`src/hdl/ddo_pkg.sv`:
```
// Shared constants, item side-band types and helper functions for the
// differential-drive odometry step. Depends on nothing.
package ddo_pkg;

	localparam int CW         = 34;
	localparam int Q_W        = 52;
	localparam int DIV1_STEPS = 52;
	localparam int DIV2_STEPS = 42;

	localparam logic [19:0] DPT_RESET = 20'd212336;
	localparam logic [19:0] WB_RESET  = 20'd27085;

	localparam logic [1:0] REG_DPT = 2'd0;
	localparam logic [1:0] REG_WB  = 2'd1;

	localparam logic [28:0] INV4PI = 29'd341782638;

	localparam logic signed [CW-1:0] CORDIC_GAIN = 34'sd652032874;
	localparam logic signed [CW-1:0] HALF_TURN   = 34'sd2147483648;
	localparam logic signed [CW-1:0] QUARTER     = 34'sd1073741824;

	localparam logic signed [CW-1:0] ATAN_TURNS [0:23] = '{
		34'sd536870912, 34'sd316933406, 34'sd167458907, 34'sd85004756,
		34'sd42667331,  34'sd21354465,  34'sd10679838,  34'sd5340245,
		34'sd2670163,   34'sd1335087,   34'sd667544,    34'sd333772,
		34'sd166886,    34'sd83443,     34'sd41722,     34'sd20861,
		34'sd10430,     34'sd5215,      34'sd2608,      34'sd1304,
		34'sd652,       34'sd326,       34'sd163,       34'sd81
	};

	typedef struct packed {
		logic [15:0]        hd;
		logic               neg;
		logic signed [37:0] dsum;
	} ddo_side1_t;

	typedef struct packed {
		logic [Q_W-1:0]     q;
		logic signed [37:0] dsum;
		logic [15:0]        dh;
		logic               small_turn;
	} ddo_side2_t;

	typedef struct packed {
		ddo_side2_t b;
		logic       flip_s;
		logic       flip_d;
	} ddo_side3_t;

	typedef struct packed {
		ddo_side2_t           b;
		logic                 s_neg;
		logic signed [CW-1:0] sn;
		logic signed [CW-1:0] cs;
	} ddo_side4_t;

	typedef struct packed {
		logic signed [CW-1:0] z;
		logic                 flip;
	} ddo_pre_t;

	// Folds an angle in 2^-32 turn into the right half plane.
	function automatic ddo_pre_t ddo_prerot(input logic [31:0] ang);
		logic signed [CW-1:0] z;
		ddo_pre_t res;
		z = CW'(signed'(ang));
		res.flip = 1'b0;
		res.z = z;
		if (z > QUARTER) begin
			res.z = z - HALF_TURN;
			res.flip = 1'b1;
		end else if (z < -QUARTER) begin
			res.z = z + HALF_TURN;
			res.flip = 1'b1;
		end
		return res;
	endfunction

	function automatic logic signed [31:0] ddo_sat_sign(input logic neg, input logic [31:0] mag);
		logic [31:0] r;
		if (neg) begin
			r = (mag > 32'h8000_0000) ? 32'h8000_0000 : 32'(-mag);
		end else begin
			r = mag[31] ? 32'h7fff_ffff : mag;
		end
		return signed'(r);
	endfunction

endpackage

```
`src/hdl/ddo_cordic_cell.sv`:
```
// One CORDIC rotation cell with a fixed shift and arctangent step.
// Depends on ddo_pkg.
module ddo_cordic_cell import ddo_pkg::*; #(
	parameter int IDX = 0
) (
	input  logic                 clk,
	input  logic                 en,
	input  logic signed [CW-1:0] x_i,
	input  logic signed [CW-1:0] y_i,
	input  logic signed [CW-1:0] z_i,
	output logic signed [CW-1:0] x_o,
	output logic signed [CW-1:0] y_o,
	output logic signed [CW-1:0] z_o
);

	logic signed [CW-1:0] xsh;
	logic signed [CW-1:0] ysh;

	assign xsh = x_i >>> IDX;
	assign ysh = y_i >>> IDX;

	always_ff @(posedge clk) begin
		if (en) begin
			if (z_i >= 0) begin
				x_o <= x_i - ysh;
				y_o <= y_i + xsh;
				z_o <= z_i - ATAN_TURNS[IDX];
			end else begin
				x_o <= x_i + ysh;
				y_o <= y_i - xsh;
				z_o <= z_i + ATAN_TURNS[IDX];
			end
		end
	end

endmodule

```
`config.mk`:
```
export PLATFORM = sky130hd
export DESIGN_NAME = ddo_cordic_cell
export DESIGN_NICKNAME = d
export VERILOG_FILES = /design/src/hdl/ddo_pkg.sv /design/src/hdl/ddo_cordic_cell.sv
export SDC_FILE = /design/constraint.sdc
export NUM_CORES = 1
export LEC_CHECK = 0
export BUFFER_PORTS_ARGS = -buffer_cell sky130_fd_sc_hd__buf_2
export CAP_MARGIN = 0
export CORE_MARGIN = 3
export CORE_UTILIZATION = 40
export CTS_CLUSTER_SIZE = 8
export DETAILED_ROUTE_END_ITERATION = 10
export GPL_TIMING_DRIVEN = 0
export PLACE_DENSITY = 0.65
export SLEW_MARGIN = 20
export SYNTH_ARGS = -nofsm -noshare
export SYNTH_HDL_FRONTEND = slang
export SYNTH_SLANG_ARGS = --single-unit
```
`constraint.sdc`:
```
create_clock -name clk -period 3.25 [get_ports clk]
set_input_delay 0.4875 -clock clk [delete_from_list [all_inputs] [get_ports clk]]
set_output_delay 0.4875 -clock clk [all_outputs]
set_load 0.05 [all_outputs]
```
======== After elaboration in Yosys (flattened, before gate mapping) ========
Index checks and enable logic that the tools add are counted.
Widths: inputs -> output; s select.
word-level totals
  flip-flop bits (word level) ............. 102
  output and inout port bits .............. 102
cells by class
  add/sub/neg operators ................... 5
  magnitude comparators ................... 1
  mux-type cells .......................... 3
operators with widths
  kind                    number
  $mux 34                 3
  $sub 34x34->34          2
  $add 34x31->34 const B  1
  $add 34x34->34          1
  $ge 34x1->1 const B     1
  $sub 34x31->34 const B  1

======== Longest topological paths before layout ========
  word-level depth ........................ 2
  mapped depth ............................ 14
  depth with buffers taken out ............ 13

======== Least setup slack after synthesis ========
No wires, ideal clock.
  kind .................................... input -> register
  from .................................... in x_i[0]
  to ...................................... reg x_o[30], data pin
  setup time .............................. 0.269 ns
  arrival time ............................ 2.628 ns
  required time ........................... 2.981 ns
  setup slack ............................. 0.352 ns
  cell stages on the path ................. 12
  path buffers ............................ 0
  cell sequence ........................... inv_1 ha_1 fa_1 nor2b_1 o31ai_2 a21oi_2 a221oi_2 o41ai_4 a21oi_1 o311a_1 a21oi_2 xor2_1
on the way
  longest elaborated chain between the ends .. 2
  elaborated cells on any way between the ends .. 3
  classes of those cells .................. 2 x add/sub; 1 x mux
ends and longest elaborated chain
  element                                                  RTL line                                      RTL
  start, declared                                          ddo_cordic_cell.sv:8                          input logic signed [CW-1:0] x_i,
  $add 34x34->34 / $sub 34x34->34 (equally long branches)  ddo_cordic_cell.sv:29, ddo_cordic_cell.sv:25
  $mux 34 *                                                ddo_cordic_cell.sv:24                         if (z_i >= 0) begin
  end signal, assigned                                     ddo_cordic_cell.sv:25                         x_o <= x_i - ysh;
  end signal, assigned                                     ddo_cordic_cell.sv:29                         x_o <= x_i + ysh;
  end, declared                                            ddo_cordic_cell.sv:11                         output logic signed [CW-1:0] x_o,
Mark *: on every way between the ends. The rest lies on a longest branch, timed or not.
A chain may end at the register's enable or synchronous reset.

======== Worst setup path in the final report ========
  from .................................... in x_i[6]
  to ...................................... reg x_o[24], data pin
The elaborated chain is that of the path after synthesis.

==> metrics.md <==
| Metric | Value |
|---|---|
| Drt via density | `5.647` |
| CP Buf/Inv Count | `3` |
| Yosys cell types | `79` |
| Areal power density over the cells | `roughly 480 nW/um2` |
| Boundary Pins | `206` |
| Layout Area Growth over Synthesis | `20.66%` |
| Cell count after synthesis | `992` |
| Final wirelength | `30.35 mm` |
| Leakage power of the design | `4.796 nW` |
| Via Count | `approximately 8.4k` |
| Type of the tightest min-delay check | `input port to flop` |
| Number of global-route vias before repair | `7803` |
| Register bit count reported by yosys | `about 100` |
| Number of detailed-route iterations in the first pass | `6` |
| Crit path max-delay family | `compound AO/OA/AOI/OAI gates` |
| Top cells by area, synth | `sky130_fd_sc_hd__edfxtp_1 (34%), sky130_fd_sc_hd__ha_1 (15%), sky130_fd_sc_hd__a21oi_1 (6.3%)` |
| Ys flop type | `sky130_fd_sc_hd__edfxtp_1` |
| Result of the run | `completed` |
| CTS Hold Bufs | `0` |
| Post-route setup slack | `slightly above 50 ps` |
| Highest ir drop seen on vdd | `between 200 and 250 uV` |
| Synth Warn # | `0` |
| Post-Place Setup Slack | `-728.7 ps` |
| FFs w/ async S/R, synth | `0%` |
| Total congestion overflow after global routing | `0` |
| CTS sink count | `101` |
| Final setup violation count | `0` |
| Count of cell instances traversed by the critical path | `13` |
| Clk Tree Root Cell | `sky130_fd_sc_hd__clkbuf_16` |
| Slew Viols, Final | `0` |
| Portion of synthesized cell area occupied by the leading cell type | `33.88%` |
| Number of inserted diodes | `0` |
| Pin count of the biggest net entering global routing | `83` |
| DP HPWL | `23.98 mm` |
| Remaining design rule violation count | `0` |
| Die H | `between 150 and 200 um` |
| Area post-placement | `around 10000 um2` |
| Nets | `1424` |
| Count of nets left with antenna violations after detail routing | `0` |
| Overall Global Routing Usage | `23.91%` |
| Syn Area/Cell | `9.025 um2` |
| Register area share after synthesis | `33.88%` |
| Top library cells by usage in the layout, fill and taps aside | `sky130_fd_sc_hd__buf_2 (222), sky130_fd_sc_hd__a21oi_1 (112), sky130_fd_sc_hd__inv_1 (104), sky130_fd_sc_hd__ha_1 (104), sky130_fd_sc_hd__edfxtp_1 (101)` |
| Highest attainable clock frequency | `~310 MHz` |
| Clock buffer count from CTS | `9` |
| Antenna violations before repair | `0` |
| Crit. End Element | `flop` |
| Required time of the critical path | `3330 ps` |
| Most common cell after layout, fill and taps aside | `sky130_fd_sc_hd__buf_2` |
| Number of hold violations in the final report | `0` |
| Count of maximum capacitance violations | `0` |
| Worst setup path startpoint | `x_i[6]` |
| Floorplan Core Area | `21890 um2` |
| Type of origin of the critical path | `input port` |
| Cell-by-cell trace of the critical path | `buf_2, inv_1, ha_1, buf_6, or3b_1, a311oi_2, nor3_1, a211o_1, nand3_2, nand2_2, a31oi_2, o21ai_1, xnor2_1` |
| Cell type contributing the most total cell area after synthesis | `sky130_fd_sc_hd__edfxtp_1` |
| Maximum single-stage delay on the critical path | `~420 ps` |
| Placer congestion estimate | `0.9629` |
| Mean routed wirelength per cell | `20.29 um` |
| Setup crit end | `x_o[24]$_DFFE_PP_` |
| H-tree levels | `3` |
| Layout cell share with drive strength beyond 1 | `23.19%` |
| Normalized max-slew margin | `32.33%` |
| Total non-filler cell area in the finished layout | `10800 um2` |
| Share of the clock period used by the worst path | `98.44%` |
| WP data arrival | `approximately 3300 ps` |
| Post-Syn Nets | `approximately 1.2k` |
| Final Util | `49.34%` |
| Total power of the final layout | `5.148 mW` |
| Clock transition at the register clock pins on the worst setup and hold paths after CTS | `70 ps` |
| Top fanout value on the critical path | `10` |
| Post-Synthesis Cell Area | `~9000 um2` |
| Cell at the slowest stage of the critical path | `sky130_fd_sc_hd__a311oi_2` |
| Transition at the pin with the smallest max-transition slack | `around 1000 ps` |
| EDFF count, synth | `101` |
| Count of port buffers added during placement | `between 200 and 250` |
| Worst hold slack across all endpoints | `319.5 ps` |
| Shortest period the worst path allows | `between 3000 and 4000 ps` |
| Global-route wire length before repair | `45.04 mm` |
| Width of the chip | `155.6 um` |
| Worst Setup Path Type | `input port to flop` |
| Initial standard-cell utilization of the core | `40.90%` |
| Site row count | `54` |
| Number of design-rule violations left by the first detailed-router iteration | `between 700 and 800` |
| TritonCTS clock tree | `done` |
| Overall die area | `24210 um2` |
| Number of buffers between clock root and the deepest sink | `2` |
[routing by layer]
layer | share of wire [%] | vias up | global-route usage, %
li1 | - | 4014 | -
met3 | 7.8 | 38 | 3.329
met5 | 0 | - | 0
met4 | 1.6 | 0 | 5.836
met1 | 43 | 3998 | 32.69
met2 | 48 | 398 | 40.29
[Yosys cell counts (9+ instances only)]
| master | instances |
|---|---|
| sky130_fd_sc_hd__nand4_1 | 14 |
| sky130_fd_sc_hd__nor4_1 | 11 |
| sky130_fd_sc_hd__o21ai_1 | 9 |
| sky130_fd_sc_hd__o21a_1 | 14 |
| sky130_fd_sc_hd__buf_2 | 18 |
| sky130_fd_sc_hd__xnor2_1 | 59 |
| sky130_fd_sc_hd__nand2_1 | 38 |
| sky130_fd_sc_hd__a211oi_1 | 11 |
| sky130_fd_sc_hd__o21bai_1 | 19 |
| sky130_fd_sc_hd__o21ai_0 | 62 |
| sky130_fd_sc_hd__o211ai_1 | 9 |
| sky130_fd_sc_hd__a21o_1 | 17 |
| sky130_fd_sc_hd__nand2b_1 | 10 |
| sky130_fd_sc_hd__nor2b_1 | 14 |
| sky130_fd_sc_hd__ha_1 | 104 |
| sky130_fd_sc_hd__nor2_1 | 80 |
| sky130_fd_sc_hd__a31oi_1 | 9 |
| sky130_fd_sc_hd__nor3_1 | 20 |
| sky130_fd_sc_hd__nand3_1 | 16 |
| sky130_fd_sc_hd__inv_1 | 104 |
| sky130_fd_sc_hd__clkbuf_1 | 19 |
| sky130_fd_sc_hd__xor2_1 | 9 |
| sky130_fd_sc_hd__mux2i_1 | 15 |
| sky130_fd_sc_hd__a21oi_1 | 113 |
| sky130_fd_sc_hd__edfxtp_1 | 101 |
[flip-flops by register name, summed over array words and instances (netlist names)]
register,cells
x_o,34
y_o,33
z_o,34
[report_power, final]
part	leakage (nW)	switching, mW	internal (mW)
clock network	0.136	0.549	0.603
registers	0.989	0.0454	1.68
logic	3.67	1.63	0.638
[cell type report]
class	count	area (um2)
clock inverters	6	72.57
repair buffers	209	1082
multi-input cells	740	5429
clock buffers	9	225.2
flip-flops and latches	101	3033
inverters	107	401.6
plain buffers	44	207.7
well taps	280	350.3
fillers	2152	11090
[stage by stage]
step / TNS, ps / std cells
floorplan: 0 / 992
global placement: -15760 / 1477
detailed placement: -15940 / 1478
CTS: 0 / 1493
global route: -15.37 / 1496
finish: 0 / 1496
[timing repair]
item,4_1_cts,5_1_grt
pin swaps,0,2
buffers inserted,0,3
endpoints found under the setup margin,7,28
hold endpoints to repair,0,0
gates resized for setup,4,20
[how the worst min path moves through the flow]
stage               startpoint  slack (ps)                end  cells past startpoint
floorplan               z_i[0]         590   z_o[0]$_DFFE_PP_                      0
finish                 z_i[21]         320  z_o[21]$_DFFE_PP_                      1
CTS                    z_i[17]         300  z_o[17]$_DFFE_PP_                      1
global placement       z_i[24]         680  z_o[24]$_DFFE_PP_                      1
detailed placement     z_i[17]         680  z_o[17]$_DFFE_PP_                      1
global route           z_i[21]         300  z_o[21]$_DFFE_PP_                      1
[cell families (layout without fill, tap and decap cells)]
logic type               count (synthesis)  in the layout  share of synthesized area (%)
multiplexers                            15             15                          1.677
XOR/XNOR                                68             68                          6.653
adder cells (fa/ha/maj)                108            108                          15.43
flip-flops                             101            101                          33.88
buffers and inverters                  151            375                          6.709
AO/OA/AOI/OAI                          324            324                          23.42
AND/OR/NAND/NOR                        225            225                          12.23
Power figures use the tool's default switching activity.
