`src/hdl/ddo_div_cell.sv`:
```
// One restoring-division cell: decides one quotient bit and registers the
// partial remainder. Depends on nothing.
module ddo_div_cell #(
	parameter int DW = 20,
	parameter int NW = 52
) (
	input  logic          clk,
	input  logic          en,
	input  logic [DW-1:0] d_i,
	input  logic [DW-1:0] rem_i,
	input  logic [NW-1:0] num_i,
	output logic [DW-1:0] rem_o,
	output logic [NW-1:0] num_o
);

	logic [DW:0] trial;
	logic [DW:0] diff;
	logic        ge;

	assign trial = {rem_i, num_i[NW-1]};
	assign diff  = trial - {1'b0, d_i};
	assign ge    = trial >= {1'b0, d_i};

	always_ff @(posedge clk) begin
		if (en) begin
			rem_o <= ge ? diff[DW-1:0] : trial[DW-1:0];
			num_o <= {num_i[NW-2:0], ge};
		end
	end

endmodule

```
`config.mk`:
```
export PLATFORM = sky130hd
export DESIGN_NAME = ddo_div_cell
export DESIGN_NICKNAME = d
export VERILOG_FILES = /design/src/hdl/ddo_div_cell.sv
export SDC_FILE = /design/constraint.sdc
export NUM_CORES = 1
export LEC_CHECK = 0
export BUFFER_PORTS_ARGS = -buffer_cell sky130_fd_sc_hd__buf_2
export CAP_MARGIN = 10
export CORE_UTILIZATION = 36
export CTS_BUF_LIST = sky130_fd_sc_hd__clkbuf_4 sky130_fd_sc_hd__clkbuf_8 sky130_fd_sc_hd__clkbuf_16
export CTS_CLUSTER_SIZE = 40
export DETAILED_ROUTE_END_ITERATION = 16
export MAX_ROUTING_LAYER = met4
export SYNTH_ARGS = -nofsm -noshare
export SYNTH_HDL_FRONTEND = slang
export SYNTH_SLANG_ARGS = --single-unit
```
`constraint.sdc`:
```
create_clock -name clk -period 3.2 [get_ports clk]
set_input_delay 0 -clock clk [delete_from_list [all_inputs] [get_ports clk]]
set_output_delay 0 -clock clk [all_outputs]
set_load 0.1 [all_outputs]
```
## After elaboration in Yosys (flattened, before gate mapping)

Index checks and enable logic that the tools add are counted.

| word-level totals | value |
|---|---|
| word-level logic and storage cells | 5 |
| flip-flop bits (word level) | 72 |
| output and inout bits | 72 |

| operators by class | value |
|---|---|
| magnitude comparators | 1 |
| muxes and demuxes | 1 |
| $add $sub $neg | 1 |

Operators with widths:

| operator | number |
|---|---|
| $ge 21x20->1 | 1 |
| $mux 20 | 1 |
| $sub 20x20->20 | 1 |

## Logic depth before layout (Yosys ltp)

Gate-level depths: netlist of run 1.

| depth | value |
|---|---|
| depth in word-level cells | 2 |
| gate-level depth with buffers | 11 |

## Worst setup path after synthesis of run 1

No wires, ideal clock.

| timing | value |
|---|---|
| path type | input port to flip-flop |
| start | in d_i[4] |
| end | reg rem_o[12], data pin |
| stages on the path | 9 |
| buffers on the path | 0 |
| slack | 1.184 ns |
| data required time | 2.940 ns |
| library setup time | 0.260 ns |
| arrival time | 1.756 ns |
| path through | inv_1 ha_1 a21o_1 a31oi_1 nand2_1 a311o_1 a21oi_4 inv_2 mux2_4 |

| between the ends | value |
|---|---|
| word-level cells in the longest chain between the ends | 2 |
| elaborated cells on any way between the ends | 3 |
| classes of those cells | add/sub: 1; order compare: 1; mux: 1 |

RTL lines:

| what | RTL line | text |
|---|---|---|
| start: declaration | 9 | `input logic [DW-1:0] d_i,` |
| $ge 21x20->1 | 22 | `assign ge = trial >= {1'b0, d_i};` |
| net ge | 18 | `logic ge;` |
| $mux 20 | 26 | `rem_o <= ge ? diff[DW-1:0] : trial[DW-1:0];` |
| end signal: assignment | 26 |  |
| end: declaration | 12 | `output logic [DW-1:0] rem_o,` |

The timed path passes the listed nets, and every way through them passes these cells.
A chain may end at the register's enable or synchronous reset.

## Worst setup path after layout of run 1

| timing | value |
|---|---|
| start | in rem_i[3] |
| end | reg rem_o[19], data pin |

| between the ends | value |
|---|---|
| word-level cells in the longest chain between the ends | 2 |
| elaborated cells on any way between the ends | 3 |
| classes of those cells | add/sub: 1; order compare: 1; mux: 1 |

RTL lines:

| what | RTL line | text |
|---|---|---|
| start: declaration | 10 | `input logic [DW-1:0] rem_i,` |
| $ge 21x20->1 | 22 |  |
| net ge | 18 |  |
| $mux 20 | 26 |  |

The timed path passes the listed nets, and every way through them passes these cells.

==> reports/results.ini, run 1 <==
[status]
status = finished clean

[worst_setup_path]
crit_buf_inv = 3
slowest_delay_ns = 0.53
worstPathArrival_ns = 2.76
cp_max_fo = 14
critPathRequiredTime_ns = 3.29
critPathTopFamily = compound AO/OA/AOI/OAI gates
critPathLaunchType = input port
endpoint_kind = flop
crit_slowest_cell = dlygate4sd3_1
cp_num_cells = 10
path_cells = dlygate4sd3_1, buf_2, ha_1, a21o_1, a31oi_1, nand2_1, a311o_1, a21oi_4, inv_2, mux2_4
critPathKind = input port to flop
crit_path_end = rem_o[19]
cp-startpoint = rem_i[3]

[clock_network]
cts.htree.levels = 3
cts_resized = 0
cts-root-buf = clkbuf_8
cts_tree = built
cts_setup_buffers = 0
cts_num_sinks = 72
clk_path_buf_depth = 2
cts_buffers = 9
clkTransAtPathRegs_ns = 0.08

[power]
p_per_area_mw_per_mm2 = 600
leakage_nw = 2.42
ir_worst_vdd_mv = 0.211

[synth]
synth_top_cells_by_area = edfxtp_1 62%, ha_1 7.2%, o21ai_0 3.6%, nand2_1 3.4%, xnor2_1 2.5%
avgSynthCellArea_um2 = 12.6
synth_edf_count = 72
synth_compound_area_share_pct = 13.1
netlist-cell-type-count = 40
async_flop_share_pct = 0
yosys.area.top_type_share_pct = 61.9
synth-xor-area-share_pct = 4.26
yosysSeqAreaShare_pct = 61.9
ys_seq_elements = 72
synthMostInstantiatedCell = edfxtp_1
synth_top_family_by_area = compound AO/OA/AOI/OAI gates
synthAdderAreaFrac_pct = 7.74
synth.top_cells.by_count = 72 x edfxtp_1, 32 x nand2_1, 25 x o21ai_0, 23 x inv_1, 20 x ha_1
synth_top_cell_by_area = edfxtp_1
muxShareOfSynthArea_pct = 2.19
syn_nets = 393
synth_ff_type = edfxtp_1
synthCells = 278
yosysWarnings = 0
synth_simple_gate_area_share_pct = 7.24
netlist_area_mm2 = 0.00349

[layout]
nFillCells = 821
postLayoutCellArea_mm2 = 0.00541
regArea_mm2 = 0.00216
drive_gt1_share_pct = 36.3
multi_input_area_mm2 = 0.00121
diodes = 0
num-nets-final = 633
fin_cells = 652
area_delta_synth_final_pct = 54.9

[sta]
tightest_slew_ns = 0.885
whs_ns = 0.0260
slew_headroom_pct = 41.0
tns_ns = 0
fin_crit_ns = 2.67
setup_viol = 0
fmax_mhz = 374
final-hold-violation-count = 0
final.setup.worst_slack_ns = 0.526
finalMaxSlewViolations = 0
rsz0062_at_grt = false
period_share_pct = 83.6

[place]
place_ws_ns = 0.708
place_hpwl_mm = 6.49
gp_congestion = 0.866
io_buffers = 165
place_area_mm2 = 0.00446
place_inst = 566

[floorplanning]
io_pins = 166
core-area_mm2 = 0.00933
die_x_um = 100
die_h_um = 100
die-area_mm2 = 0.0101
initial_core_util_pct = 37.4
rows = 35

[run]
max_cap_viol_count = 0

[drt]
vias = 3038
routed_via_density = 4.66
drt_wl_total_mm = 9.13
initialDrtViolationCount = 89
ant_nets = 0
drt_first_pass_iters = 4
drc = 0
detail_route.wl_per_cell_um = 14.0

[global_route]
grt_max_degree = 73
track_usage_pct = 19.3
grt_pass1_vias = 3057
antenna_found_initial = 0
grt-ovfl-total = 0
grt_pass1_wl_mm = 14.4

[min_path]
hold_class = input port to flop

-- how the worst min path moves through the flow --
stage                          from         to  slack, ns  cells after the start
after floorplan            num_i[9]  num_o[10]        0.1                      0
after global placement     num_i[5]   num_o[6]       0.18                      1
after detailed placement  num_i[14]  num_o[15]       0.18                      1
after CTS                 num_i[51]   rem_o[0]       0.01                      3
after global routing      num_i[51]   rem_o[0]       0.06                      3
final                     num_i[51]   rem_o[0]       0.03                      3
-- where the power goes --
group,switching [mW],internal (mW)
logic,0.922,0.277
registers,0.0216,1.15
clock network,0.337,0.532
-- area by class of cell --
cell class	instances	area share, %
Inverter	24	1.67
Sequential cell	72	40.0
Multi-Input combinational cell	174	22.3
Tap cell	129	2.98
Timing Repair Buffer	237	28.5
Clock inverter	6	2.13
Clock buffer	10	2.43
-- flip-flops by register name, indices dropped and copies added (netlist names) --
register and cells:
rem_o 20, num_o 52
-- metal layers --
layer	track usage (%)	up-vias	part of all wire, %
met5	-	-	0
met4	7.92	0	1.8
met3	4.85	15	6.8
met2	34.4	122	52
met1	20.5	1398	40
li1	-	1503	-
-- per-stage QoR --
| step | power [mW] | util [%] |
|---|---|---|
| final | 3.24 | 58.0 |
| after floorplan | 2.11 | - |
| after global routing | 3.38 | 58.0 |
| after detailed placement | 2.33 | 47.8 |
| after CTS | 3.27 | 58.0 |
| after global placement | 2.32 | 47.8 |
-- logic make-up after synthesis --
family                   after synthesis
buffers and inverters                 32
adder cells (fa/ha/maj)               21
AO/OA/AOI/OAI                         73
multiplexers                           6
flip-flops                            72
AND/OR/NAND/NOR                       57
XOR/XNOR                              17
-- layout by cell type, fill, tap and decap left out, types with 2 or more instances in the layout --
cell | netlist | routed
a211oi_1 | 3 | 3
a21o_1 | 7 | 7
a21oi_1 | 17 | 17
a31oi_1 | 2 | 2
buf_2 | 3 | 165
buf_4 | 0 | 2
bufinv_16 | 0 | 3
clkbuf_8 | 0 | 9
dlygate4sd3_1 | 0 | 70
edfxtp_1 | 72 | 72
ha_1 | 20 | 20
inv_1 | 23 | 23
inv_6 | 0 | 2
mux2_4 | 3 | 3
mux2i_1 | 2 | 2
nand2_1 | 32 | 32
nand2b_1 | 2 | 2
nand4_1 | 5 | 5
nor2_1 | 10 | 10
nor2b_1 | 2 | 2
nor3_1 | 2 | 2
o2111ai_1 | 2 | 2
o211ai_1 | 2 | 2
o21a_1 | 4 | 4
o21ai_0 | 25 | 25
o21bai_1 | 2 | 2
xnor2_1 | 10 | 10
xor2_1 | 7 | 7
-- repair_timing --
action / in CTS / in global routing
hold buffers: 70 / 0
setup endpoints to repair: 0 / 0
endpoints found under the hold margin: 70 / 0
Power figures use the tool's default switching activity.
==> run 2, diff against run 1 <==
- clock period: 3.2 -> 2.7 ns (I/O delays scaled with it)
==> run 2 against run 1 <==
Net effect:
- die area stayed put
- critical path depth is 2 higher
- hold slack better by 0.090 ns
- utilization stayed put
- critical path type unchanged
- largest cell class unchanged
- largest power group unchanged
==> reports/results.ini, run 2 (synthesized netlist as in run 1, its figures left out) <==
[drt]
detail_route.wl_per_cell_um = 14.4  ; +2.7%
ant_nets = 0  ; unchanged
drc = 0  ; unchanged
drt_first_pass_iters = 4  ; unchanged
drt_wl_total_mm = 9.39  ; +2.8%
routed_via_density = 4.62  ; -0.84%
initialDrtViolationCount = 105  ; +18%
vias = 3017  ; -0.69%

[clock_network]
cts_buffers = 9  ; unchanged
clk_path_buf_depth = 2  ; unchanged
hold_buffers = 71  ; +1.4%
cts_setup_buffers = 0  ; unchanged
cts_tree = built
cts-root-buf = clkbuf_8
cts_num_sinks = 72  ; unchanged
cts_resized = 0  ; unchanged
cts.htree.levels = 3  ; unchanged
clkTransAtPathRegs_ns = 0.08  ; about the same

[worst_setup_path]
cp_max_fo = 3  ; -11
endpoint_kind = flop
critPathRequiredTime_ns = 2.80  ; -0.49 ns
critPathLaunchType = input port
critPathKind = input port to flop
worstPathArrival_ns = 2.60  ; -0.16 ns

[floorplanning]
die_x_um = 100  ; unchanged
die_h_um = 100  ; unchanged
initial_core_util_pct = 37.4  ; unchanged
io_pins = 166  ; unchanged
rows = 35  ; unchanged
die-area_mm2 = 0.0101  ; unchanged
core-area_mm2 = 0.00933  ; unchanged

[sta]
slew_headroom_pct = 48.8  ; +7.9 points
fin_crit_ns = 2.50
period_share_pct = 92.7
final-hold-violation-count = 0  ; unchanged
setup_viol = 0  ; unchanged
final.setup.worst_slack_ns = 0.197  ; -0.329 ns
rsz0062_at_grt = false
tns_ns = 0  ; unchanged
fmax_mhz = 400
whs_ns = 0.116  ; +0.0904 ns
finalMaxSlewViolations = 0  ; unchanged
tightest_slew_ns = 0.767  ; -0.118 ns

[power]
ir_worst_vdd_mv = 0.259  ; +23%
clockPowerShare_pct = 25.1  ; -1.7 points
power_switching_mw = 1.55  ; +21%
sequentialPowerShare_pct = 37.0  ; +0.8 points
total_power_mw = 3.76  ; +16%
swShare_pct = 41.0  ; +1.5 points
intPower_mw = 2.22  ; +13%
power_frac_comb_pct = 37.9  ; +0.9 points
p_per_area_mw_per_mm2 = 696  ; +16%
leakage_nw = 2.41  ; -0.20%

[layout]
final_core_utilization_pct = 58.0  ; unchanged
drive_gt1_share_pct = 36.3  ; -0.069 points
largest-register = num_o
num-nets-final = 635  ; +0.32%
fin_cells = 653  ; +0.15%
diodes = 0  ; unchanged
largest_reg_flops = 52  ; unchanged
reg_top3 = num_o x52, rem_o x20
final_common_cell = buf_2
postLayoutCellArea_mm2 = 0.00541  ; unchanged
area_delta_synth_final_pct = 54.9  ; unchanged
final_cell_mix = 165 x buf_2, 72 x edfxtp_1, 71 x dlygate4sd3_1, 32 x nand2_1, 25 x o21ai_0

[global_route]
grt_busiest_layer = met2
grt_use_met2_pct = 32.7  ; -1.7 points
use_met1_pct = 20.6  ; +0.11 points
track_usage_pct = 18.8  ; -0.57 points
grt_max_degree = 43  ; -41%
antenna_found_initial = 0  ; unchanged
met3_usage_pct = 3.54  ; -1.3 points
grt_pass1_wl_mm = 13.8  ; -4.2%
grt_pass1_vias = 2879  ; -5.8%
grt-ovfl-total = 0  ; unchanged

[status]
status = finished clean

[min_path]
hold-path-cell-count = 3  ; unchanged
hold_class = input port to flop

[place]
gp_congestion = 0.849  ; -2.1%
io_buffers = 165  ; unchanged
place_hpwl_mm = 6.44  ; -0.85%
place_ws_ns = 0.420  ; -0.287 ns
place_inst = 567  ; +0.18%
place_area_mm2 = 0.00448  ; +0.45%

[run]
max_cap_viol_count = 0  ; unchanged

-- run 2: per-layer routing --
metal | wire length (um) | up-vias
li1 | - | 1500
met1 | 3880 | 1373
met2 | 4690 | 125
met3 | 594 | 19
met4 | 228 | 0
met5 | 0 | -
-- run 2: critical path: stages --
cell and delay (ns):
dlygate4sd3_1 0.52, buf_2 0.09, inv_1 0.04, ha_1 0.20
fa_1 0.41, nor2b_1 0.16, o2111ai_1 0.15, a21oi_1 0.32
nor2_1 0.16, mux2i_1 0.16, o211ai_1 0.12, mux2_4 0.27
-- run 2: final timing paths --
check      start        end  slack (ns)
max    num_i[51]  rem_o[12]        0.20
min       d_i[0]   rem_o[0]        0.12
-- run 2: layout make-up --
type / count / area (um^2)
Multi-Input combinational cell: 174 / 1210
Fill cell: 778 / 3920
Clock inverter: 6 / 92.6
Clock buffer: 9 / 124
Sequential cell: 72 / 2160
Inverter: 24 / 90.1
Tap cell: 129 / 161
Timing Repair Buffer: 239 / 1570
-- run 2: power by group through the flow --
stage	clock (mW)	sequential, mW	combinational, mW
2_1_floorplan	0	2.23	0.270
3_3_place_gp	0	1.42	1.34
3_5_place_dp	0	1.42	1.34
4_1_cts	0.968	1.39	1.43
5_1_grt	1.01	1.40	1.49
6_report	0.945	1.39	1.43
